## src/sv/xe_pkg.sv

```systemverilog
// xe_pkg: shared types, op codes, error codes and register mapping for the x86 emitter
// no dependencies
package xe_pkg;

  localparam int LABEL_SLOTS_DEF    = 32;
  localparam int CODE_ADDR_BITS_DEF = 16;
  localparam int NUM_LABELS         = 32;
  localparam int MAX_RESULTS        = 32;
  localparam int BUF_BYTES          = 20;
  localparam int LEN_W              = 5;

  localparam logic [5:0] OP_MOVI      = 6'd0;
  localparam logic [5:0] OP_MOVR      = 6'd1;
  localparam logic [5:0] OP_CMOVS     = 6'd2;
  localparam logic [5:0] OP_CMOVNE    = 6'd3;
  localparam logic [5:0] OP_CMOVE     = 6'd4;
  localparam logic [5:0] OP_ADD       = 6'd5;
  localparam logic [5:0] OP_ADDI      = 6'd6;
  localparam logic [5:0] OP_SUBI      = 6'd7;
  localparam logic [5:0] OP_AND       = 6'd8;
  localparam logic [5:0] OP_ANDI      = 6'd9;
  localparam logic [5:0] OP_NOT       = 6'd10;
  localparam logic [5:0] OP_OR        = 6'd11;
  localparam logic [5:0] OP_XOR       = 6'd12;
  localparam logic [5:0] OP_SHR       = 6'd13;
  localparam logic [5:0] OP_SHL       = 6'd14;
  localparam logic [5:0] OP_SUB       = 6'd15;
  localparam logic [5:0] OP_MUL       = 6'd16;
  localparam logic [5:0] OP_DIV       = 6'd17;
  localparam logic [5:0] OP_MOD       = 6'd18;
  localparam logic [5:0] OP_LDR       = 6'd19;
  localparam logic [5:0] OP_LDR_STACK = 6'd20;
  localparam logic [5:0] OP_STR_STACK = 6'd21;
  localparam logic [5:0] OP_LDRB      = 6'd22;
  localparam logic [5:0] OP_LDRS      = 6'd23;
  localparam logic [5:0] OP_LDRW      = 6'd24;
  localparam logic [5:0] OP_STRB      = 6'd25;
  localparam logic [5:0] OP_STRW      = 6'd26;
  localparam logic [5:0] OP_STRS      = 6'd27;
  localparam logic [5:0] OP_CALL      = 6'd28;
  localparam logic [5:0] OP_CALL2     = 6'd29;
  localparam logic [5:0] OP_CALL3     = 6'd30;
  localparam logic [5:0] OP_CALLR     = 6'd31;
  localparam logic [5:0] OP_CMPI      = 6'd32;
  localparam logic [5:0] OP_CMPR      = 6'd33;
  localparam logic [5:0] OP_JE        = 6'd34;
  localparam logic [5:0] OP_JNE       = 6'd35;
  localparam logic [5:0] OP_JNEG      = 6'd36;
  localparam logic [5:0] OP_JMP       = 6'd37;
  localparam logic [5:0] OP_LABEL     = 6'd38;
  localparam logic [5:0] OP_RET       = 6'd39;
  localparam logic [5:0] OP_PUSH      = 6'd40;
  localparam logic [5:0] OP_POP       = 6'd41;
  localparam logic [5:0] OP_INC_STACK = 6'd42;
  localparam logic [5:0] OP_DEC_STACK = 6'd43;
  localparam logic [5:0] OP_RESTART   = 6'd44;

  localparam logic [1:0] ERR_OK         = 2'd0;
  localparam logic [1:0] ERR_LABEL_FULL = 2'd1;
  localparam logic [1:0] ERR_PEND_FULL  = 2'd2;

  typedef struct packed {
    logic [5:0]         op;
    logic [2:0]         first_reg;
    logic [2:0]         second_reg;
    logic signed [31:0] immediate;
    logic [4:0]         label_id;
  } cmd_t;

  typedef struct packed {
    logic [15:0] write_address;
    logic [31:0] write_data;
    logic [2:0]  byte_count;
    logic [1:0]  error_code;
    logic        last;
  } wr_t;

  typedef enum logic [1:0] {K_EMIT, K_BRANCH, K_LABEL, K_RESTART} kind_t;

  typedef struct packed {
    kind_t                  kind;
    logic [BUF_BYTES*8-1:0] bytes;
    logic [LEN_W-1:0]       len;
    logic [4:0]             label_id;
  } job_t;

  function automatic logic [2:0] reg_code(input logic [2:0] r);
    logic [2:0] c;
    unique case (r)
      3'd0: c = 3'd0;
      3'd1: c = 3'd7;
      3'd2: c = 3'd6;
      3'd3: c = 3'd2;
      3'd4: c = 3'd1;
      3'd5: c = 3'd3;
      3'd6: c = 3'd4;
      3'd7: c = 3'd0;
      default: c = 3'd0;
    endcase
    return c;
  endfunction

endpackage

```

## src/sv/xe_queue.sv

```systemverilog
// xe_queue: two-entry queue of decoded items between front and back
// depends on xe_pkg
module xe_queue import xe_pkg::*; (
  input  logic clk,
  input  logic rst,
  input  logic push,
  input  job_t push_job,
  output logic full,
  input  logic pop,
  output job_t pop_job,
  output logic nonempty
);
  job_t       ent [2];
  logic       wp;
  logic       rp;
  logic [1:0] cnt;

  assign full     = (cnt == 2'd2);
  assign nonempty = (cnt != 2'd0);
  assign pop_job  = ent[rp];

  always_ff @(posedge clk) begin
    if (rst) begin
      wp  <= 1'b0;
      rp  <= 1'b0;
      cnt <= 2'd0;
    end else begin
      if (push) begin
        wp <= ~wp;
      end
      if (pop) begin
        rp <= ~rp;
      end
      cnt <= cnt + {1'b0, push} - {1'b0, pop};
    end
  end

  always_ff @(posedge clk) begin
    if (push) begin
      ent[wp] <= push_job;
    end
  end
endmodule

```

## config.mk

```make
export PLATFORM = sky130hd
export DESIGN_NAME = xe_queue
export DESIGN_NICKNAME = d
export VERILOG_FILES = /design/src/sv/xe_pkg.sv /design/src/sv/xe_queue.sv
export SDC_FILE = /design/constraint.sdc
export NUM_CORES = 1
export LEC_CHECK = 0
export BUFFER_PORTS_ARGS = -buffer_cell sky130_fd_sc_hd__buf_4
export CORE_ASPECT_RATIO = 0.9
export CORE_UTILIZATION = 52
export DETAILED_ROUTE_END_ITERATION = 6
export PLACE_DENSITY = 0.8
export REMOVE_ABC_BUFFERS = 1
export SETUP_SLACK_MARGIN = 0.3
export SLEW_MARGIN = 20
export SYNTH_ARGS = -nofsm -noshare
export SYNTH_HDL_FRONTEND = slang
export SYNTH_SLANG_ARGS = --single-unit
export TNS_END_PERCENT = 5
```

## constraint.sdc

```tcl
create_clock -name clk -period 13.2 [get_ports clk]
set_clock_uncertainty 0.05 [all_clocks]
set_input_delay 2.64 -clock clk [delete_from_list [all_inputs] [get_ports clk]]
set_output_delay 2.64 -clock clk [all_outputs]
set_load 0.02 [all_outputs]
```

; ---- After elaboration in Yosys (flattened, before gate mapping)
; Memories as Yosys holds them, arrays and structs flattened. A register that Yosys moved wholly into a read port is not among the register bits.
; Cells that the tools add are included.
[op_classes]
n_lt_le_gt_ge = 0
multipliers = 0
mux = 4
div_mod_pow = 0
bitwise = 2
shift = 0
addsub = 2
eq_ne = 1
n_reduce_logical = 1
[ops]
columns = op, count
row1 = two-way mux 1 bit, 4
row2 = adder 2 x 1 -> 2 bit, 1
row3 = == test 2 bit (second input constant), 1
row4 = inverter 1 bit, 2
row5 = nonzero test 2 bit, 1
row6 = subtractor 2 x 1 -> 2 bit, 1
[totals]
rom_bits = 0
output_inout_bits = 174
n_memories = 1
reg_bits = 4
ramBits = 344
latch_bits = 0
input_bits = 176
[mem_list]
columns = name, depth, word_bits, read_ports, rd_ports_with_merged_regs, wr, line_no
row1 = ent, 2, 172, 1, 1, 1, xe_queue.sv:13  ; job_t ent [2];

; ---- Logic depth before layout (Yosys ltp)
; Gate-level depths: netlist of the first run.
[logic_depth]
depth_word = 3
mapped_depth = 6

; ---- Worst setup path after synthesis of the first run
; OpenSTA, ideal clock, no wires.
[synth_path]
path_kind = in2reg
start = input port push
end = memory ent[0][0] in the netlist's numbering, enable pin
slack_ps = 2355
setup_time_ps = 727
cell_stages = 1
t_arrival_ps = 10068
required_time_ps = 12423
path_cell_list = nor2b_1
[synth_via]
elab_chain_len = 2
[synth_rtl]
columns = element, line_no
row1 = "start, declared", xe_queue.sv:6  ; input logic push,
row2 = two-way mux 1 bit, xe_queue.sv:39  ; if (push) begin
row3 = two-way mux 1 bit (implied by the code), xe_queue.sv:40  ; ent[wp] <= push_job;
row4 = "end, declared", xe_queue.sv:13
; Every way passes these cells.

==> results by group, run 1 <==
Run status
  – Status: completed

Min path
  – Worst hold path stage count: 2
  – HP Class: register to register

Global route
  – Vias in the first global route: 6584
  – Grt ovf: 0
  – First-pass GRT wire length: 36000 um
  – Total global-route track usage: 19.0%
  – Pin count of the biggest net entering global routing: 77
  – Initial antenna violation count: 0

Critical path
  – Worst-path maximum fanout: 55
  – Worst Setup Start Kind: register
  – CP required: 10.51 ns
  – Data arrival, critical path: around 3 ns
  – Critical path class: register to primary output
  – R2R depth: 2
  – Worst setup EP type: primary output

CTS
  – Cts repair resizes: 0
  – H-tree depth: 2
  – CTS Buf Count: 36
  – Sink Count: 349
  – CTS tree: done
  – Clock transition at the registers of the reported paths: roughly 0.06 ns
  – Clock latency on the worst-skew pair: 0.49 ns
  – Max Buffers Root-to-Sink: 3
  – CTS Hold Buffers Added: 0
  – Post-CTS Setup Bufs: 0
  – CTS Root Cell: clkbuf_16

Layout
  – Synth-to-Final Area Change: 30.8%
  – Final #Nets: 1109
  – Final non-filler cell total: ~1.3k
  – Register area: 0.0104 mm^2
  – Number of diodes: 0
  – Share of cells above drive strength 1: 60.2%
  – Fillers: 1533
  – Area occupied by multi-input gates: 0.00236 mm^2

Route
  – 1st-iter DRT viols: 453
  – Total Wirelength: between 20000 and 30000 um
  – # DRC: 0
  – Drt via density: 5.16
  – WL/cell: 20.0 um
  – Via count: 6512
  – Drt first pass iters: 4
  – Post-route ant nets: 0

Placed design
  – GPL Wtd Cong: between 0.7 and 0.8
  – Port bufs: 349
  – Inst Count DP: between 1k and 1.5k
  – DP Worst Slack: a little over 8 ns
  – Hpwl dp: roughly 17000 um

Floorplan
  – Initial Utilization: 53.2%
  – Floorplan Core Area: 0.0243 mm^2
  – Chip height: 152 um
  – I/O Pins: 350
  – Number of core rows: 54
  – DIE AREA: approximately 0.026 mm^2
  – Die X-Extent: roughly 170 um

Timing
  – Worst slew pin tran: ~1.0 ns
  – Period utilisation layout: 42.8%
  – Worst setup margin: 7.56 ns
  – Rel. slew slack: a little under a third
  – Fin crit period: 5.64 ns
  – Setup-failing EPs final: 0
  – Endpoints failing hold: 0
  – Fmax: about 180 MHz
  – Setup TNS: 0 ns
  – Max-slew violations: 0
  – Final hold slack: 0.486 ns
  – Unrepaired setup endpoints after global routing: no

Logic synthesis
  – Avg Synthesized Cell Area: about 23 um^2
  – Cell area after synthesis: between 0.01 and 0.015 mm^2
  – Synth top area share: 79.8%
  – Synth Register Bits: 349
  – Seq/Total Area, Yosys: 80.6%
  – Gate Count Post-Synth: around 560
  – Post-synthesis cell type count: 14
  – Synth top area cells: edfxtp_1 (80%), mux2_4 (9.3%), mux2_2 (8.0%)
  – Cell taking the most area after synthesis: edfxtp_1
  – Ys Warns: 0

Power
  – Overall power: 2.60 mW
  – PD cells: 154 mW/mm^2
  – Leak: 6.52 nW
  – Worst VDD drop: ~0.00015 V

Flow run
  – MaxCap Viol Count: 0
==> Yosys cell counts (all sizes together) <==
master	n
buf	19
nor2b	3
mux2	172
and2	1
or2	1
xnor2	2
dfxtp	5
ha	2
xnor3	1
edfxtp	344
inv	2
nor2	4
==> stage by stage <==
stage / area [um^2] / util, %
2_1_floorplan: 12800 / -
3_3_place_gp: 15900 / 65.2
3_5_place_dp: 15900 / 65.3
4_1_cts: 16900 / 69.6
5_1_grt: 16900 / 69.6
6_report: 16900 / 69.6
==> final timing paths <==
path / from / to / slack [ns]
worst min register to register: rp / register / 0.49
worst max register to register: wp / ent[1][162] / 10.78
worst max-delay path: register / pop_job[26] / 7.56
worst min-delay path: rp / register / 0.49
==> registers in the layout (all words and copies together), names as in the netlist, named ones only <==
| signal | flops |
|---|---|
| ent | 344 |
| cnt | 2 |
| wp | 1 |
| rp | 1 |
==> power by group <==
group | internal, mW | total (mW) | switching, mW
registers | 1.30 | 1.32 | 0.0236
logic | 0.187 | 0.377 | 0.190
clock network | 0.529 | 0.904 | 0.375
total | 2.01 | 2.60 | 0.588
==> cell type report <==
| type | count | share of cell area (%) |
|---|---|---|
| sequential | 349 | 61.6 |
| timing repair buffer | 356 | 15.9 |
| tap | 308 | 2.28 |
| multi-input combinational | 186 | 13.9 |
| inverter | 2 | 0.0443 |
| clock inverter | 18 | 0.613 |
| clock buffer | 44 | 5.62 |
==> metal layers <==
layer  vias up  GRT usage, %  share of wire [%]
met3        47          7.27                 10
met2       290          32.9                 50
met5         -             0                  0
met1      3215          21.6                 37
li1       2960             -                  -
met4         0          6.91                2.5
==> logic make-up after synthesis <==
logic type / after synthesis / synth area share (%)
adders and majority gates: 2 / 0.193
muxes: 172 / 17.3
and+or+nand+nor: 9 / 0.358
xor gates and xnor gates: 3 / 0.309
buffers and inverters: 21 / 1.28
DFF: 349 / 80.6
==> worst max-delay path, cell delays in order (launching register included) <==
cell and delay (ns):
dfxtp_4 0.88, buf_4 0.89, mux2_2 0.45, buf_4 0.16
==> cell usage in the layout (no fill, tap or decap), types with 2 or more instances in the layout <==
master / n
clkbuf_1: 7
clkbuf_16: 37
edfxtp_1: 344
clkinv_1: 12
xnor2_1: 2
ha_1: 2
nor2b_1: 2
nor2_1: 4
inv_1: 2
mux2_4: 80
mux2_2: 92
buf_4: 355
clkinv_2: 4
dfxtp_1: 4
Note: power is estimated with default switching activity, not from simulation.
==> inputs of run 2 (changes only) <==
--- a/config.mk
+++ b/config.mk
@@ -5,11 +5,12 @@
 export SDC_FILE = /design/constraint.sdc
 export NUM_CORES = 1
 export LEC_CHECK = 0
+export ABC_AREA = 1
 export BUFFER_PORTS_ARGS = -buffer_cell sky130_fd_sc_hd__buf_4
 export CORE_ASPECT_RATIO = 0.9
-export CORE_UTILIZATION = 52
+export CORE_UTILIZATION = 47
 export DETAILED_ROUTE_END_ITERATION = 6
-export PLACE_DENSITY = 0.8
+export PLACE_DENSITY = 0.77
 export REMOVE_ABC_BUFFERS = 1
 export SETUP_SLACK_MARGIN = 0.3
 export SLEW_MARGIN = 20
==> constraint.sdc (replaced) <==
create_clock -name clk -period 4.6 [get_ports clk]
set_clock_uncertainty 0.05 [all_clocks]
set_input_delay 0.92 -clock clk [delete_from_list [all_inputs] [get_ports clk]]
set_output_delay 0.92 -clock clk [all_outputs]
set_load 0.02 [all_outputs]
==> results by group, run 2 <==
Route
  – 1st-iter DRT viols: 351
  – Drt via density: 4.96
  – Post-route ant nets: 0
  – WL/cell: about 19 um
  – # DRC: 0
  – Total Wirelength: 25300 um
  – Via count: 6525
  – Drt first pass iters: 4

Layout
  – Most common cell after layout, fill and taps aside: buf_4
  – Biggest regs: ent: 344 flops, cnt: 2 flops
  – Final #Nets: 1120
  – Synth-to-Final Area Change: 31.8%
  – Most frequent cells in the layout: buf_4 (353), edfxtp_1 (344), mux2_2 (92), mux2_4 (80), clkbuf_16 (37)
  – Max FFs per register: about 340
  – Share of cells above drive strength 1: 60.0%
  – Largest Register: ent
  – Number of diodes: 0

Logic synthesis
  – Ys Warns: 0
  – Most common cell in the netlist: edfxtp_1
  – EDFF count, synth: 344
  – Cell area after synthesis: 0.0129 mm^2
  – Synth top area cells: edfxtp_1 (80%), mux2_4 (9.3%), mux2_2 (8.0%)
  – Gate Count Post-Synth: 566
  – Post-synthesis cell type count: 14
  – Synth Register Bits: 349
  – Synth Area in Adders: less than 1%
  – Cell taking the most area after synthesis: edfxtp_1
  – Post-Synth Simple-Gate Area: less than 1%
  – Multiplexer share of the synthesized area: 17.3%
  – Seq/Total Area, Yosys: 80.5%
  – Avg Synthesized Cell Area: 22.9 um^2
  – Xor-xnor portion of the synthesized cell area: 0.0676%
  – Synth top area share: 79.8%
  – Compound-Gate Fraction of Synth Area: 0.0387%
  – Dominant synthesized flop cell: edfxtp_1
  – Main combinational cell family by area after synthesis: multiplexers
  – Post-synth ARST share: 0%
  – Commonest cells in the netlist: edfxtp_1 (344), mux2_2 (92), mux2_4 (80)

Floorplan
  – Die X-Extent: 177 um
  – Number of core rows: 57
  – DIE AREA: 0.0282 mm^2
  – Initial Utilization: 47.9%
  – I/O Pins: 350
  – Floorplan Core Area: 0.0270 mm^2
  – Chip height: 159 um

Timing
  – Worst slew pin tran: 1.36 ns
  – Rel. slew slack: 9.33%
  – Endpoints failing hold: 0
  – Max-slew violations: 0
  – Period utilisation layout: about three quarters
  – Worst setup margin: around 1.2 ns
  – Setup TNS: 0 ns
  – Fmax: about 300 MHz
  – Setup-failing EPs final: 0
  – Unrepaired setup endpoints after global routing: no
  – Fin crit period: 3.42 ns

CTS
  – Sink Count: 349
  – Post-CTS Setup Bufs: 0
  – CTS Buf Count: 36
  – Clock transition at the registers of the reported paths: around 0.060 ns
  – CTS Root Cell: clkbuf_16
  – Cts repair resizes: 0
  – CTS tree: done
  – Max Buffers Root-to-Sink: 3
  – H-tree depth: 2
  – Clock latency on the worst-skew pair: 0.49 ns
  – CTS Hold Buffers Added: 0

Critical path
  – R2R depth: 3
  – Critical path class: register to primary output
  – Worst setup EP type: primary output
  – Worst Setup Start Kind: register
  – Worst-path maximum fanout: between 50 and 60
  – Critical R2R Launch: wp
  – Worst reg2reg endpoint: ent[1][95]
  – Data arrival, critical path: approximately 2.5 ns
  – Flop2flop setup slack: around 2.6 ns
  – CP required: 3.63 ns

Flow run
  – MaxCap Viol Count: 0

Global route
  – Vias in the first global route: 7032
  – First-pass GRT wire length: 38100 um
  – Pin count of the biggest net entering global routing: 173
  – Grt ovf: 0
  – Initial antenna violation count: 0
  – Total global-route track usage: 17.7%

Placed design
  – DP Worst Slack: 1.66 ns
  – Hpwl dp: 16500 um
  – GPL Wtd Cong: 0.763
  – Port bufs: between 300 and 400

Power
  – Overall power: around 7.5 mW
  – Worst VDD drop: about 0.00036 V
  – Leak: ~6.6 nW
  – PD cells: 438 mW/mm^2

Min path
  – Hold path startpoint: rp
  – Worst hold path stage count: 2
  – HP Class: register to register

Run status
  – Status: completed
==> run 2: cell types whose count changed in the layout (fill, tap and decap cells not counted), sizes merged, moves of 2 or more <==
cell,before,now
nand2,0,5
inv,3,8
clkinv,16,11
nor2,4,7
nor2b,3,0
bufinv,1,3
==> run 2: cell families after synthesis <==
logic type / after synthesis
flip-flops: 349
multiplexers: 172
buffers and inverters: 27
AND/OR/NAND/NOR: 14
adder cells (fa/ha/maj): 2
AO/OA/AOI/OAI: 1
XOR/XNOR: 1
==> run 2: stage by stage <==
stage | cells | utilization, % | area [um^2] | hold slack [ns]
finish | 1316 | 63.2 | 17100 | 0.482
global route | 1316 | 63.2 | 17100 | 0.512
CTS | 1316 | 63.2 | 17100 | 0.483
detailed placement | 1258 | 59.1 | 16000 | 0.458
global placement | 1258 | 59.1 | 16000 | 0.444
floorplan | 547 | - | 12800 | 0.430
==> run 2: critical path, cell delays in order, from the launching register on <==
cell and delay [ns]:
dfxtp_4 0.96, buf_12 0.39, mux2_2 0.38, buf_4 0.16
==> run 2: cell type report <==
class | count | area (um^2)
well taps | 354 | 443
clock buffers | 44 | 952
flip-flops and latches | 349 | 10400
repair buffers | 357 | 2730
inverters | 8 | 35.0
fillers | 1891 | 9960
multi-input cells | 190 | 2340
clock inverters | 14 | 138
==> run 2: worst max-delay path by stage <==
stage                   to  slack [ns]
5_1_grt        pop_job[28]        1.04
2_1_floorplan    ent[0][0]       -4.31
3_3_place_gp   pop_job[36]        1.68
3_5_place_dp   pop_job[28]        1.66
6_report       pop_job[49]        1.18
4_1_cts        pop_job[28]        1.13
==> run 2: routing by layer <==
layer	GRT usage, %	share of wire, %	wire length (um)
met4	6.94	3.2	817
met3	6.06	9.2	2330
met1	20.3	38	9590
met2	30.3	50	12600
met5	0	0	0
==> run 2: power breakdown <==
group	switching [mW]	total (mW)	leakage (nW)	internal, mW
clock	1.09	2.72	0.536	1.63
combinational	0.506	1.01	2.76	0.507
sequential	0.0618	3.75	3.27	3.69
