===== src/sv/xe_pkg.sv =====
// xe_pkg: shared types, op codes, error codes and register mapping for the x86 emitter
// no dependencies
package xe_pkg;

  localparam int LABEL_SLOTS_DEF    = 32;
  localparam int CODE_ADDR_BITS_DEF = 16;
  localparam int NUM_LABELS         = 32;
  localparam int MAX_RESULTS        = 32;
  localparam int BUF_BYTES          = 20;
  localparam int LEN_W              = 5;

  localparam logic [5:0] OP_MOVI      = 6'd0;
  localparam logic [5:0] OP_MOVR      = 6'd1;
  localparam logic [5:0] OP_CMOVS     = 6'd2;
  localparam logic [5:0] OP_CMOVNE    = 6'd3;
  localparam logic [5:0] OP_CMOVE     = 6'd4;
  localparam logic [5:0] OP_ADD       = 6'd5;
  localparam logic [5:0] OP_ADDI      = 6'd6;
  localparam logic [5:0] OP_SUBI      = 6'd7;
  localparam logic [5:0] OP_AND       = 6'd8;
  localparam logic [5:0] OP_ANDI      = 6'd9;
  localparam logic [5:0] OP_NOT       = 6'd10;
  localparam logic [5:0] OP_OR        = 6'd11;
  localparam logic [5:0] OP_XOR       = 6'd12;
  localparam logic [5:0] OP_SHR       = 6'd13;
  localparam logic [5:0] OP_SHL       = 6'd14;
  localparam logic [5:0] OP_SUB       = 6'd15;
  localparam logic [5:0] OP_MUL       = 6'd16;
  localparam logic [5:0] OP_DIV       = 6'd17;
  localparam logic [5:0] OP_MOD       = 6'd18;
  localparam logic [5:0] OP_LDR       = 6'd19;
  localparam logic [5:0] OP_LDR_STACK = 6'd20;
  localparam logic [5:0] OP_STR_STACK = 6'd21;
  localparam logic [5:0] OP_LDRB      = 6'd22;
  localparam logic [5:0] OP_LDRS      = 6'd23;
  localparam logic [5:0] OP_LDRW      = 6'd24;
  localparam logic [5:0] OP_STRB      = 6'd25;
  localparam logic [5:0] OP_STRW      = 6'd26;
  localparam logic [5:0] OP_STRS      = 6'd27;
  localparam logic [5:0] OP_CALL      = 6'd28;
  localparam logic [5:0] OP_CALL2     = 6'd29;
  localparam logic [5:0] OP_CALL3     = 6'd30;
  localparam logic [5:0] OP_CALLR     = 6'd31;
  localparam logic [5:0] OP_CMPI      = 6'd32;
  localparam logic [5:0] OP_CMPR      = 6'd33;
  localparam logic [5:0] OP_JE        = 6'd34;
  localparam logic [5:0] OP_JNE       = 6'd35;
  localparam logic [5:0] OP_JNEG      = 6'd36;
  localparam logic [5:0] OP_JMP       = 6'd37;
  localparam logic [5:0] OP_LABEL     = 6'd38;
  localparam logic [5:0] OP_RET       = 6'd39;
  localparam logic [5:0] OP_PUSH      = 6'd40;
  localparam logic [5:0] OP_POP       = 6'd41;
  localparam logic [5:0] OP_INC_STACK = 6'd42;
  localparam logic [5:0] OP_DEC_STACK = 6'd43;
  localparam logic [5:0] OP_RESTART   = 6'd44;

  localparam logic [1:0] ERR_OK         = 2'd0;
  localparam logic [1:0] ERR_LABEL_FULL = 2'd1;
  localparam logic [1:0] ERR_PEND_FULL  = 2'd2;

  typedef struct packed {
    logic [5:0]         op;
    logic [2:0]         first_reg;
    logic [2:0]         second_reg;
    logic signed [31:0] immediate;
    logic [4:0]         label_id;
  } cmd_t;

  typedef struct packed {
    logic [15:0] write_address;
    logic [31:0] write_data;
    logic [2:0]  byte_count;
    logic [1:0]  error_code;
    logic        last;
  } wr_t;

  typedef enum logic [1:0] {K_EMIT, K_BRANCH, K_LABEL, K_RESTART} kind_t;

  typedef struct packed {
    kind_t                  kind;
    logic [BUF_BYTES*8-1:0] bytes;
    logic [LEN_W-1:0]       len;
    logic [4:0]             label_id;
  } job_t;

  function automatic logic [2:0] reg_code(input logic [2:0] r);
    logic [2:0] c;
    unique case (r)
      3'd0: c = 3'd0;
      3'd1: c = 3'd7;
      3'd2: c = 3'd6;
      3'd3: c = 3'd2;
      3'd4: c = 3'd1;
      3'd5: c = 3'd3;
      3'd6: c = 3'd4;
      3'd7: c = 3'd0;
      default: c = 3'd0;
    endcase
    return c;
  endfunction

endpackage


===== src/sv/xe_chan_if.sv =====
// xe_chan_if: valid/ready channel with a typed payload
// no dependencies
interface xe_chan_if #(parameter type T = logic);
  logic valid;
  logic ready;
  T     data;
  modport source (output valid, output data, input ready);
  modport sink (input valid, input data, output ready);
endinterface


===== src/sv/xe_ram.sv =====
// xe_ram: generic single write port, single read port ram with registered read
// no dependencies
module xe_ram #(
  parameter int WIDTH = 8,
  parameter int DEPTH = 4
) (
  input  logic                     clk,
  input  logic                     we,
  input  logic [$clog2(DEPTH)-1:0] waddr,
  input  logic [WIDTH-1:0]         wdata,
  input  logic                     re,
  input  logic [$clog2(DEPTH)-1:0] raddr,
  output logic [WIDTH-1:0]         rdata
);
  logic [WIDTH-1:0] mem [DEPTH];

  always_ff @(posedge clk) begin
    if (we) begin
      mem[waddr] <= wdata;
    end
    if (re) begin
      rdata <= mem[raddr];
    end
  end
endmodule


===== src/sv/xe_back.sv =====
// xe_back: emits code words, resolves branches, keeps label and pending patch tables
// depends on xe_pkg, xe_chan_if and xe_ram
module xe_back import xe_pkg::*; #(
  parameter int LABEL_SLOTS    = LABEL_SLOTS_DEF,
  parameter int CODE_ADDR_BITS = CODE_ADDR_BITS_DEF
) (
  input  logic     clk,
  input  logic     rst,
  input  job_t     qjob,
  input  logic     qvalid,
  output logic     qpop,
  xe_chan_if.source wr
);
  localparam int PW  = $clog2(LABEL_SLOTS);
  localparam int CW  = $clog2(LABEL_SLOTS + 1);
  localparam int NW  = $clog2(MAX_RESULTS + 1);
  localparam int CAB = CODE_ADDR_BITS;
  localparam int EW  = 5 + CAB;

  typedef enum logic [2:0] {
    S_IDLE, S_BRANCH, S_WORDS, S_STATUS, S_RD, S_CHK, S_END
  } state_t;

  state_t                 state;
  job_t                   j;
  logic [1:0]             err;
  logic [2:0]             k;
  logic [CAB-1:0]         pos;
  logic [CAB-1:0]         lpos [NUM_LABELS];
  logic [NUM_LABELS-1:0]  lvalid;
  logic [CW-1:0]          lcount;
  logic [LABEL_SLOTS-1:0] pvalid;
  logic [CW-1:0]          pcount;
  logic [CW-1:0]          scan;
  logic [NW-1:0]          pn;
  logic                   held_valid;
  logic [CAB-1:0]         held_addr;
  logic [31:0]            held_data;
  logic [15:0]            st_addr;
  logic [1:0]             st_err;
  logic                   out_valid;
  wr_t                    out;

  logic                   out_free;
  logic                   load;
  logic [LEN_W-1:0]       plen;
  logic [CAB-1:0]         dpos;
  logic                   lab_hit;
  logic [31:0]            disp;
  logic [5:0]             base;
  logic [5:0]             rem;
  logic                   last_w;
  logic                   pend_room;
  logic                   we;
  logic                   re;
  logic [EW-1:0]          rdata;
  logic [4:0]             rid;
  logic [CAB-1:0]         rpos;
  logic                   match;
  logic [31:0]            patch;

  assign out_free  = !out_valid || wr.ready;
  assign load      = out_free && ((state == S_WORDS) || (state == S_STATUS) ||
                                  (state == S_END) ||
                                  ((state == S_CHK) && match && held_valid));
  assign plen      = j.len - 5'd4;
  assign dpos      = pos + CAB'(plen);
  assign lab_hit   = lvalid[j.label_id];
  assign disp      = 32'(lpos[j.label_id]) - (32'(dpos) + 32'd4);
  assign base      = {1'b0, k, 2'b00};
  assign rem       = {1'b0, j.len} - base;
  assign last_w    = (rem <= 6'd4);
  assign pend_room = (pcount < CW'(LABEL_SLOTS));
  assign we        = (state == S_BRANCH) && !lab_hit && pend_room;
  assign re        = (state == S_RD);
  assign rid       = rdata[EW-1 -: 5];
  assign rpos      = rdata[CAB-1:0];
  assign match     = pvalid[scan[PW-1:0]] && (rid == j.label_id);
  assign patch     = 32'(pos) - 32'(rpos) - 32'd4;
  assign qpop      = (state == S_IDLE) && qvalid;
  assign wr.valid  = out_valid;
  assign wr.data   = out;

  xe_ram #(.WIDTH(EW), .DEPTH(LABEL_SLOTS)) u_pend (
    .clk   (clk),
    .we    (we),
    .waddr (pcount[PW-1:0]),
    .wdata ({j.label_id, dpos}),
    .re    (re),
    .raddr (scan[PW-1:0]),
    .rdata (rdata)
  );

  always_ff @(posedge clk) begin
    if (rst) begin
      state     <= S_IDLE;
      out_valid <= 1'b0;
      pos       <= '0;
      lvalid    <= '0;
      lcount    <= '0;
      pvalid    <= '0;
      pcount    <= '0;
    end else begin
      out_valid <= load || (out_valid && !wr.ready);
      unique case (state)
        S_IDLE: begin
          if (qvalid) begin
            j   <= qjob;
            err <= ERR_OK;
            k   <= '0;
            unique case (qjob.kind)
              K_EMIT:   state <= S_WORDS;
              K_BRANCH: state <= S_BRANCH;
              K_LABEL: begin
                if (lcount >= CW'(LABEL_SLOTS)) begin
                  st_addr <= 16'(pos);
                  st_err  <= ERR_LABEL_FULL;
                  state   <= S_STATUS;
                end else begin
                  if (!lvalid[qjob.label_id]) begin
                    lvalid[qjob.label_id] <= 1'b1;
                    lpos[qjob.label_id]   <= pos;
                  end
                  lcount     <= lcount + CW'(1);
                  scan       <= '0;
                  pn         <= '0;
                  held_valid <= 1'b0;
                  state      <= S_RD;
                end
              end
              default: begin
                pos     <= '0;
                lvalid  <= '0;
                lcount  <= '0;
                pvalid  <= '0;
                pcount  <= '0;
                st_addr <= '0;
                st_err  <= ERR_OK;
                state   <= S_STATUS;
              end
            endcase
          end
        end
        S_BRANCH: begin
          if (lab_hit) begin
            j.bytes[8*plen +: 32] <= disp;
          end else if (pend_room) begin
            pvalid[pcount[PW-1:0]] <= 1'b1;
            pcount                 <= pcount + CW'(1);
          end else begin
            err <= ERR_PEND_FULL;
          end
          state <= S_WORDS;
        end
        S_WORDS: begin
          if (out_free) begin
            out       <= '{write_address: 16'(pos + CAB'(base)),
                           write_data: j.bytes[32*k +: 32],
                           byte_count: last_w ? rem[2:0] : 3'd4,
                           error_code: err,
                           last: last_w};
            k         <= k + 3'd1;
            if (last_w) begin
              pos   <= pos + CAB'(j.len);
              state <= S_IDLE;
            end
          end
        end
        S_STATUS: begin
          if (out_free) begin
            out       <= '{write_address: st_addr, write_data: '0, byte_count: '0,
                           error_code: st_err, last: 1'b1};
            state     <= S_IDLE;
          end
        end
        S_RD: begin
          if (scan < pcount && pn < NW'(MAX_RESULTS)) begin
            state <= S_CHK;
          end else begin
            state <= S_END;
          end
        end
        S_CHK: begin
          if (match) begin
            if (!held_valid || out_free) begin
              if (held_valid) begin
                out       <= '{write_address: 16'(held_addr), write_data: held_data,
                               byte_count: 3'd4, error_code: ERR_OK, last: 1'b0};
              end
              held_valid             <= 1'b1;
              held_addr              <= rpos;
              held_data              <= patch;
              pn                     <= pn + NW'(1);
              pvalid[scan[PW-1:0]]   <= 1'b0;
              scan                   <= scan + CW'(1);
              state                  <= S_RD;
            end
          end else begin
            scan  <= scan + CW'(1);
            state <= S_RD;
          end
        end
        default: begin
          if (out_free) begin
            if (held_valid) begin
              out <= '{write_address: 16'(held_addr), write_data: held_data,
                       byte_count: 3'd4, error_code: ERR_OK, last: 1'b1};
            end else begin
              out <= '{write_address: 16'(pos), write_data: '0, byte_count: '0,
                       error_code: ERR_OK, last: 1'b1};
            end
            state <= S_IDLE;
          end
        end
      endcase
    end
  end
endmodule


===== src/flat_wrapper.sv =====
// flat-port wrapper written by rule: the top's interface ports become plain ports
module xe_back_flat import xe_pkg::*;
#(
  parameter int LABEL_SLOTS    = LABEL_SLOTS_DEF,
  parameter int CODE_ADDR_BITS = CODE_ADDR_BITS_DEF
)
  (clk, rst, qjob, qvalid, qpop, wr_valid, wr_data, wr_ready);
  xe_chan_if wr_i ();
  input  logic clk;
  input  logic rst;
  input  job_t qjob;
  input  logic qvalid;
  output logic qpop;
  output wire logic [$bits(wr_i.valid)-1:0] wr_valid;
  output wire logic [$bits(wr_i.data)-1:0] wr_data;
  input wire logic [$bits(wr_i.ready)-1:0] wr_ready;
  assign wr_valid = wr_i.valid;
  assign wr_data = wr_i.data;
  assign wr_i.ready = wr_ready;
  xe_back #(.LABEL_SLOTS(LABEL_SLOTS), .CODE_ADDR_BITS(CODE_ADDR_BITS)) u_core (.clk(clk), .rst(rst), .qjob(qjob), .qvalid(qvalid), .qpop(qpop), .wr(wr_i));
endmodule

===== config.mk =====
export PLATFORM = sky130hd
export DESIGN_NAME = xe_back_flat
export DESIGN_NICKNAME = d
export VERILOG_FILES = /design/src/sv/xe_pkg.sv /design/src/sv/xe_chan_if.sv /design/src/sv/xe_ram.sv /design/src/sv/xe_back.sv /design/src/flat_wrapper.sv
export SDC_FILE = /design/constraint.sdc
export NUM_CORES = 1
export LEC_CHECK = 0
export ABC_CLOCK_PERIOD_IN_PS = 6950
export BUFFER_PORTS_ARGS = -buffer_cell sky130_fd_sc_hd__buf_2
export CAP_MARGIN = 30
export CORE_UTILIZATION = 35
export CTS_CLUSTER_DIAMETER = 50
export DETAILED_ROUTE_END_ITERATION = 10
export GPL_ROUTABILITY_DRIVEN = 0
export PLACE_DENSITY = 0.6
export SETUP_SLACK_MARGIN = 0.02
export SLEW_MARGIN = 0
export SYNTH_ARGS = -nofsm -noshare
export SYNTH_HDL_FRONTEND = slang
export SYNTH_SLANG_ARGS = --single-unit
export TNS_END_PERCENT = 50

===== constraint.sdc =====
create_clock -name clk -period 6.95 [get_ports clk]
set_clock_uncertainty 0.2 [all_clocks]
set_input_delay 1.39 -clock clk [delete_from_list [all_inputs] [get_ports clk]]
set_output_delay 1.39 -clock clk [all_outputs]
set_load 0.01 [all_outputs]

# Yosys cells after proc, flatten, opt, wreduce, memory -nomap -nowiden
# Memory sizes are Yosys's and may differ from the RTL's. A register that Yosys moved wholly into a read port is not among the register bits.
# Cells that the tools add are included.
classes:
  n_addsub: 9
  n_reduce_logical: 44
  div: 0
  mux: 71
  n_shift: 0
  eq_ne: 24
  bitwise_logic: 7
  n_lt_le_gt_ge: 12
  multipliers: 0
op_table:
  columns: ["op", "n"]
  rows:
  - ["$mux W32", 8]
  - ["$pmux W32 S3", 1]
  - ["$mux W6", 12]
  - ["$mux W16", 4]
  - ["$or A32 B32 Y32", 2]
  - ["$pmux W32 S2", 1]
  - ["$pmux W6 S2", 4]
  - ["$add A16 B5 Y16", 2]
  - ["$and A32 B32 Y32", 1]
  - ["$not A32 Y32", 1]
  - ["$pmux W16 S2", 1]
  - ["$mux W3", 9]
  - ["$add A6 B1 Y6 const B", 4]
  - ["$lt A5 B6 Y1 const B", 4]
  - ["$reduce_and A5 Y1", 4]
  - ["$mux W1", 19]
  - ["$ne A2 B2 Y1 const B", 8]
  - ["$bmux W1 S5", 3]
  - ["$demux W1 S5", 3]
  - ["$ge A5 B1 Y1 const B", 3]
  - ["$pmux W3 S5", 1]
  - ["$reduce_and A7 Y1", 2]
  - ["$logic_and A1 B1 Y1", 12]
  - ["$lt A6 B6 Y1 const B", 2]
  - ["other kinds (33)", 56]
word_totals:
  rom_bits: 0
  out_inout_bits: 3
  n_memories: 1
  regBits: 123
  elab_cells: 182
  ramBits: 672
  in_bits: 176
  latch_bits: 0
memory_table:
  columns: ["memory", "depth", "width", "read_ports", "rd_ports_with_merged_regs", "wr", "line", "rtl"]
  rows:
  - ["u_core.u_pend.mem", 32, 21, 1, 1, 1, "xe_ram.sv:15", "logic [WIDTH-1:0] mem [DEPTH];"]

# Longest topological paths before layout
logic_depth:
  depth_word: 9
  ltp_mapped: 9
  depth_no_buf: 9

# Cells and area by module
# Synthesis repeated with hierarchy kept, for this count alone.
hier_totals:
  cells_unflattened: 2259
  area_unflattened_um2: 33900.0
by_module_without_submodules:
  columns: ["module", "instances", "seq_area_each_um2", "cells_each", "area_each_um2"]
  rows:
  - ["xe_ram", 1, 20810.0, 1481, 26962.1]
  - ["xe_back", 1, 2732.6, 778, 6937.9]

# Least setup slack after synthesis
# Ideal clock, no wire load.
synth_path:
  path_kind: "input to register"
  startpoint: "in qjob[0] (netlist name)"
  endpoint: "reg u_core.lvalid[16]"
  t_required_ns: 6.689
  path_slack_ns: 3.277
  arrival_time_ns: 3.412
  stages: 6
  path_buffers: 2
  setup_ns: 0.061
  path_cell_list: "buf_1 -> mux4_2 -> a311o_1 -> a21oi_1 -> clkbuf_1 -> a32o_1"
synth_between:
  elab_chain_len: 8
  word_cells_on_any_way: 13
  classes_between: "order compare: 2; eq/ne: 1; mux: 7; bitwise: 1; reduce/logical: 2"
synth_rtl:
  columns: ["item", "line", "rtl"]
  rows:
  - ["start, declared", "flat_wrapper.sv:11", "input job_t qjob;"]
  - ["$lt A5 B6 Y1 (not written as such) or $ge A5 B1 Y1 (tied branches)", "xe_back.sv:121", "lvalid[qjob.label_id] <= 1'b1;"]
  - ["$logic_and A1 B1 Y1 (not written as such)", "xe_back.sv:121", null]
  - ["$mux W1 (not written as such)", "xe_back.sv:121", null]
  - ["$demux W1 S5", null, null]
  - ["$or A32 B32 Y32 (no line)", null, null]
  - ["$mux W32", "xe_back.sv:120", "if (!lvalid[qjob.label_id]) begin"]
  - ["$mux W32", "xe_back.sv:115", "if (lcount >= CW'(LABEL_SLOTS)) begin"]
  - ["$pmux W32 S2", "xe_back.sv:111", "unique case (qjob.kind)"]
  - ["end signal, assigned", "xe_back.sv:99", "lvalid <= '0;"]
  - ["end signal, assigned by index", "xe_back.sv:121", null]
  - ["end signal, assigned", "xe_back.sv:133", "lvalid <= '0;"]
  - ["end, declared", "xe_back.sv:30", "logic [NUM_LABELS-1:0] lvalid;"]
# Parallel ways exist; a longest one is shown, timed or not. The select of a mux whose other input is x is not followed.
# A chain may end at the register's enable or synchronous reset.

# Worst setup path in the final report
layout_path:
  startpoint: "reg u_core.j[0] (netlist name)"
  endpoint: "mem u_core.u_pend.mem[25][20] (netlist name) (enable)"
layout_between:
  elab_chain_len: 7
layout_rtl:
  columns: ["item", "line", "rtl"]
  rows:
  - ["start, declared", "xe_back.sv:25", "job_t j;"]
  - ["start signal, assigned", "xe_back.sv:108", "j <= qjob;"]
  - ["$bmux W1 S5", "xe_back.sv:68", "assign lab_hit = lvalid[j.label_id];"]
  - ["$mux W1 (not written as such)", "xe_back.sv:68", null]
  - ["$logic_not A1 Y1", "xe_back.sv:74", "assign we = (state == S_BRANCH) && !lab_hit && pend_room;"]
  - ["$logic_and A1 B1 Y1 (2 in a row)", "xe_back.sv:74", null]
  - ["$mux W1", "xe_ram.sv:18", "if (we) begin"]
  - ["$mux W1 (not written as such)", "xe_ram.sv:19", "mem[waddr] <= wdata;"]
  - ["end, declared", "xe_ram.sv:15", null]
# No other way between the ends. The select of a mux whose other input is x is not followed.

==> impl_summary.md <==
Clock tree
The number of hold buffers added after cts is 0. Clock tree synthesis selected as its root buffer the cell sky130_fd_sc_hd__clkbuf_16. For this design, the sink count on the clock tree is 272. TritonCTS created 34 clock buffers. The clock latency reported for the late side of the worst-skew pair is 0.50 ns. The buffer depth of the longest clock path is 3. Clock-pin slew was measured on the worst setup and hold paths at 0.05 ns. TritonCTS built the clock tree. Once the clock tree was built, the setup fixing pass inserted 0 buffers. The H-tree generated during clock tree synthesis spans 2 levels.

The quantity of gates resized following cts is 0.

Layout
With fillers left out, the area of the finished cells amounts to 14100 sq um. The register area is 7370 sq um. The net count of the finished layout is 1109.

In the final layout, the multi-input gates occupy 4820 sq um. The fraction of the core area covered by cells at the end of the flow is 39.7%. The top cell types in the final layout, fill and taps aside, are sky130_fd_sc_hd__edfxtp_1 (192), sky130_fd_sc_hd__nor2_1 (102), sky130_fd_sc_hd__dfxtp_1 (80), sky130_fd_sc_hd__mux4_2 (60), sky130_fd_sc_hd__nand2_1 (41). The count of antenna diodes in the layout is 0. The layout overhead on the synthesized area is 11.9%. After filler insertion, the fill cell instance count of the layout stands at 3287. Cells with a size suffix above 1 make up 17.1% of the layout. Once layout is complete, the cells apart from fillers number 1393. Leaving out fill and tap cells, the most frequent cell in the layout is sky130_fd_sc_hd__edfxtp_1.

Power and ir drop
IR analysis of the VDD net gives a maximum drop of 0.180 mV. The post-layout total power is 4.03 mW. The power density over the cells is 286 nW/um^2.

The reported leakage power is 4.81 nW.

Global route
Entering global routing, the biggest net connects 52 pins. The number of global-route vias before repair was 7737. The total overflow left after global routing is 0. The first global-routing pass estimated 43.9 mm of wire. The overall track demand over capacity in global routing is 15.5%.

The number of antenna violations at the first check in global routing is 0.

Timing
Headroom to the max-slew limit came out at 40.8%. The highest attainable clock frequency is 196 MHz. The smallest setup slack after layout is 1.85 ns. Setup violations remaining at the end of the flow were counted as 0. The transition time at the pin with the least slew margin is 0.882 ns. The total count of max-transition violations in the final report is 0. The final hold violation count is 0. Setup repair after global routing left no endpoint under its margin. The share of the cycle needed by the critical path after routing is 73.4%. The routed design could run at a clock period as short as 5.10 ns.

The worst hold-check slack is 0.265 ns. For the final routed database, the setup TNS stands at 0 ns.

Setup path
STA puts the critical path data required time at 6.88 ns. The startpoint of the worst-slack reg-to-reg timing path is u_core.j[0]. The kind of end point of the critical path is a flip-flop. The total buffers and inverters traversed by the critical path is 1. The capture instance of the worst register-to-register path is u_core.u_pend.mem[25][20]. The critical path is of the flip-flop to flip-flop type. The setup slack of the most critical reg-to-reg path is 1.85 ns.

The critical path data arrival time is 5.03 ns. The largest individual stage delay along the critical path comes from the cell sky130_fd_sc_hd__edfxtp_1. Along the worst path, the maximum fanout reaches 20. The worst reg-to-reg path cell count is 7. The signal on the critical path passes through buf_4 -> mux4_1 -> mux4_2 -> or2_0 -> a21oi_4 -> nand3_1 -> nor2_1. The stage delay of the slowest cell on the critical path is 0.89 ns. The cell type group with the largest total delay on the critical path is simple AND/OR/NAND/NOR gates.

The start point of the critical path is u_core.j[0]. The kind of start point of the critical path is a flip-flop.

Logic synthesis
The cell count after synthesis came out at 912. For this run, the number of Yosys warnings is 0. The flop and latch count out of synthesis is 272. The number of enable flip-flop cells after synthesis is 192. The mean instance size in the synthesized netlist is 13.8 sq um. Counting flops with an async set or reset pin after synthesis yields a share of 0%.

In this run, distinct cell masters in the synthesized netlist total 65. The synthesized netlist occupies a cell area of 12600 sq um. The number of nets in the synthesized netlist is 1109. Among all flip-flop cells after synthesis, the most frequent one is sky130_fd_sc_hd__edfxtp_1. The sequential area share after synthesis is 58.5%.

Floorplanning
For this design the top-level I/O count stands at 179. The floorplan step defined a core boundary enclosing 35500 sq um. The count of standard-cell rows is 69.

The floorplan die width is 192 um. The die span in y is 192 um. The full die area is 36700 sq um.

The initial core utilization is 35.5%.

Place
Summing all placed instances gives a cell area of 13100 sq um. After legalization and detailed placement, the total HPWL measured 17.4 mm. The number of I/O port buffers is 18. The pre-CTS setup slack is 1.85 ns. The number of placed instances, taps included, is 1337.

Min path
In this run the most critical hold path is launched from u_core.pvalid[24]. The worst hold path cell count is 2. The terminating pin of the worst hold path is u_core.pvalid[24]. The tightest min-delay check is of the flip-flop to flip-flop type.

Detailed routing
Before antenna repair, the detailed router went through 5 iterations. The total detailed-routing wirelength is 28.2 mm. For this run, design rule violations remaining after detail routing come to 0.

The average wire length per cell after detail routing is 20.2 um. The via count is 7821. Using the TritonRoute via totals, the vias-per-cell ratio works out to 5.61. The detailed router finished its first iteration with 702 violations. Once detail routing completed, the nets flagged for antenna violations numbered 0.

Flow run
Across the run, the number of max-cap violations was 0.

Status
The run finished with clean final reports.
## report_power, final
part | leakage [nW] | total (mW) | switching [mW] | internal (mW)
combinational | 1.93 | 0.540 | 0.358 | 0.182
sequential | 2.38 | 1.86 | 0.0473 | 1.81
clock | 0.503 | 1.64 | 0.644 | 0.992
## metal layers
metal,vias up,track usage (%),wire [um]
met5,-,0,0
met4,0,4.98,662
met3,57,2.59,1440
met2,201,25.0,13600
met1,3977,21.3,12500
li1,3586,-,-
## synthesized netlist by cell type (4+ instances only)
cell type / instances / share of area (%)
sky130_fd_sc_hd__edfxtp_1: 192 / 46
sky130_fd_sc_hd__nor2_1: 102 / 3.0
sky130_fd_sc_hd__dfxtp_1: 80 / 13
sky130_fd_sc_hd__mux4_2: 60 / 11
sky130_fd_sc_hd__nand2_1: 41 / 1.2
sky130_fd_sc_hd__clkbuf_1: 35 / 1.0
sky130_fd_sc_hd__a21oi_1: 32 / 1.3
sky130_fd_sc_hd__a32o_1: 32 / 2.5
sky130_fd_sc_hd__mux2i_1: 29 / 2.3
sky130_fd_sc_hd__nand3_1: 23 / 0.91
sky130_fd_sc_hd__nor3_1: 21 / 0.83
sky130_fd_sc_hd__ha_1: 20 / 2.0
sky130_fd_sc_hd__o221a_1: 20 / 1.8
sky130_fd_sc_hd__a31oi_1: 18 / 0.89
sky130_fd_sc_hd__inv_1: 18 / 0.54
sky130_fd_sc_hd__buf_1: 15 / 0.45
sky130_fd_sc_hd__and3_1: 13 / 0.65
sky130_fd_sc_hd__o21ai_0: 9 / 0.36
sky130_fd_sc_hd__xnor2_1: 9 / 0.63
sky130_fd_sc_hd__and2_1: 8 / 0.40
sky130_fd_sc_hd__o221ai_1: 8 / 0.56
sky130_fd_sc_hd__xor2_1: 8 / 0.56
sky130_fd_sc_hd__a21o_1: 7 / 0.42
sky130_fd_sc_hd__buf_6: 7 / 0.63
sky130_fd_sc_hd__nand3b_1: 7 / 0.42
sky130_fd_sc_hd__o211a_1: 7 / 0.56
sky130_fd_sc_hd__nand2b_1: 6 / 0.30
sky130_fd_sc_hd__nor2b_1: 6 / 0.30
sky130_fd_sc_hd__or3b_2: 6 / 0.42
sky130_fd_sc_hd__mux4_1: 5 / 1.0
sky130_fd_sc_hd__a22oi_1: 4 / 0.24
sky130_fd_sc_hd__a2bb2oi_1: 4 / 0.28
sky130_fd_sc_hd__buf_2: 4 / 0.16
sky130_fd_sc_hd__buf_4: 4 / 0.24
sky130_fd_sc_hd__nand4_1: 4 / 0.20
## registers in the layout, indices dropped and copies added (netlist names)
name                 cells
u_core.k                 3
u_core.state             3
u_core.pn                6
u_core.pcount            6
u_core.lvalid           32
u_core.pvalid           32
u_core.lcount            6
u_core.scan              6
u_core.u_pend.rdata      5
u_core.held_valid        1
u_core.wr.valid          1
u_core.j                10
u_core.u_pend.mem      160
u_core.wr.data           1
## worst max path at each step
stage                                      endpoint  slack, ns  cells after the start
final                     u_core.u_pend.mem[25][20]       1.85                      7
after global routing      u_core.u_pend.mem[19][20]       1.61                      7
after CTS                 u_core.u_pend.mem[25][20]       1.85                      7
after detailed placement  u_core.u_pend.mem[25][19]       1.85                      7
after global placement     u_core.u_pend.mem[5][16]       1.94                      7
after floorplan                   u_core.lvalid[16]       3.28                      6
## cell type report
class | instances | share of cell area [%]
Sequential cell | 272 | 52.3
Multi-Input combinational cell | 551 | 34.2
Clock buffer | 42 | 6.41
Tap cell | 461 | 4.10
Timing Repair Buffer | 32 | 1.47
Clock inverter | 14 | 0.924
Inverter | 21 | 0.560
## worst register-to-register path: cells and delay by family (launching register included)
kind	cells	cell delay (ns)
AOI/OAI and AO/OA	1	0.51
buffers and inverters	1	0.41
DFF	1	0.89
muxes	2	1.12
and+or+nand+nor	3	1.61
## kinds of logic (layout without fill, tap and decap cells)
| kind of cell | after synthesis | count (layout) | share of synthesized area (%) |
|---|---|---|---|
| flops | 272 | 272 | 58.5 |
| fa+ha+maj | 21 | 21 | 2.15 |
| compound gates | 171 | 171 | 11.4 |
| mux | 94 | 94 | 14.1 |
| buf+inv | 89 | 109 | 3.32 |
| xor+xnor | 17 | 17 | 1.18 |
| simple gates | 248 | 248 | 9.33 |
No activity file was read; power rests on OpenSTA's default activity.
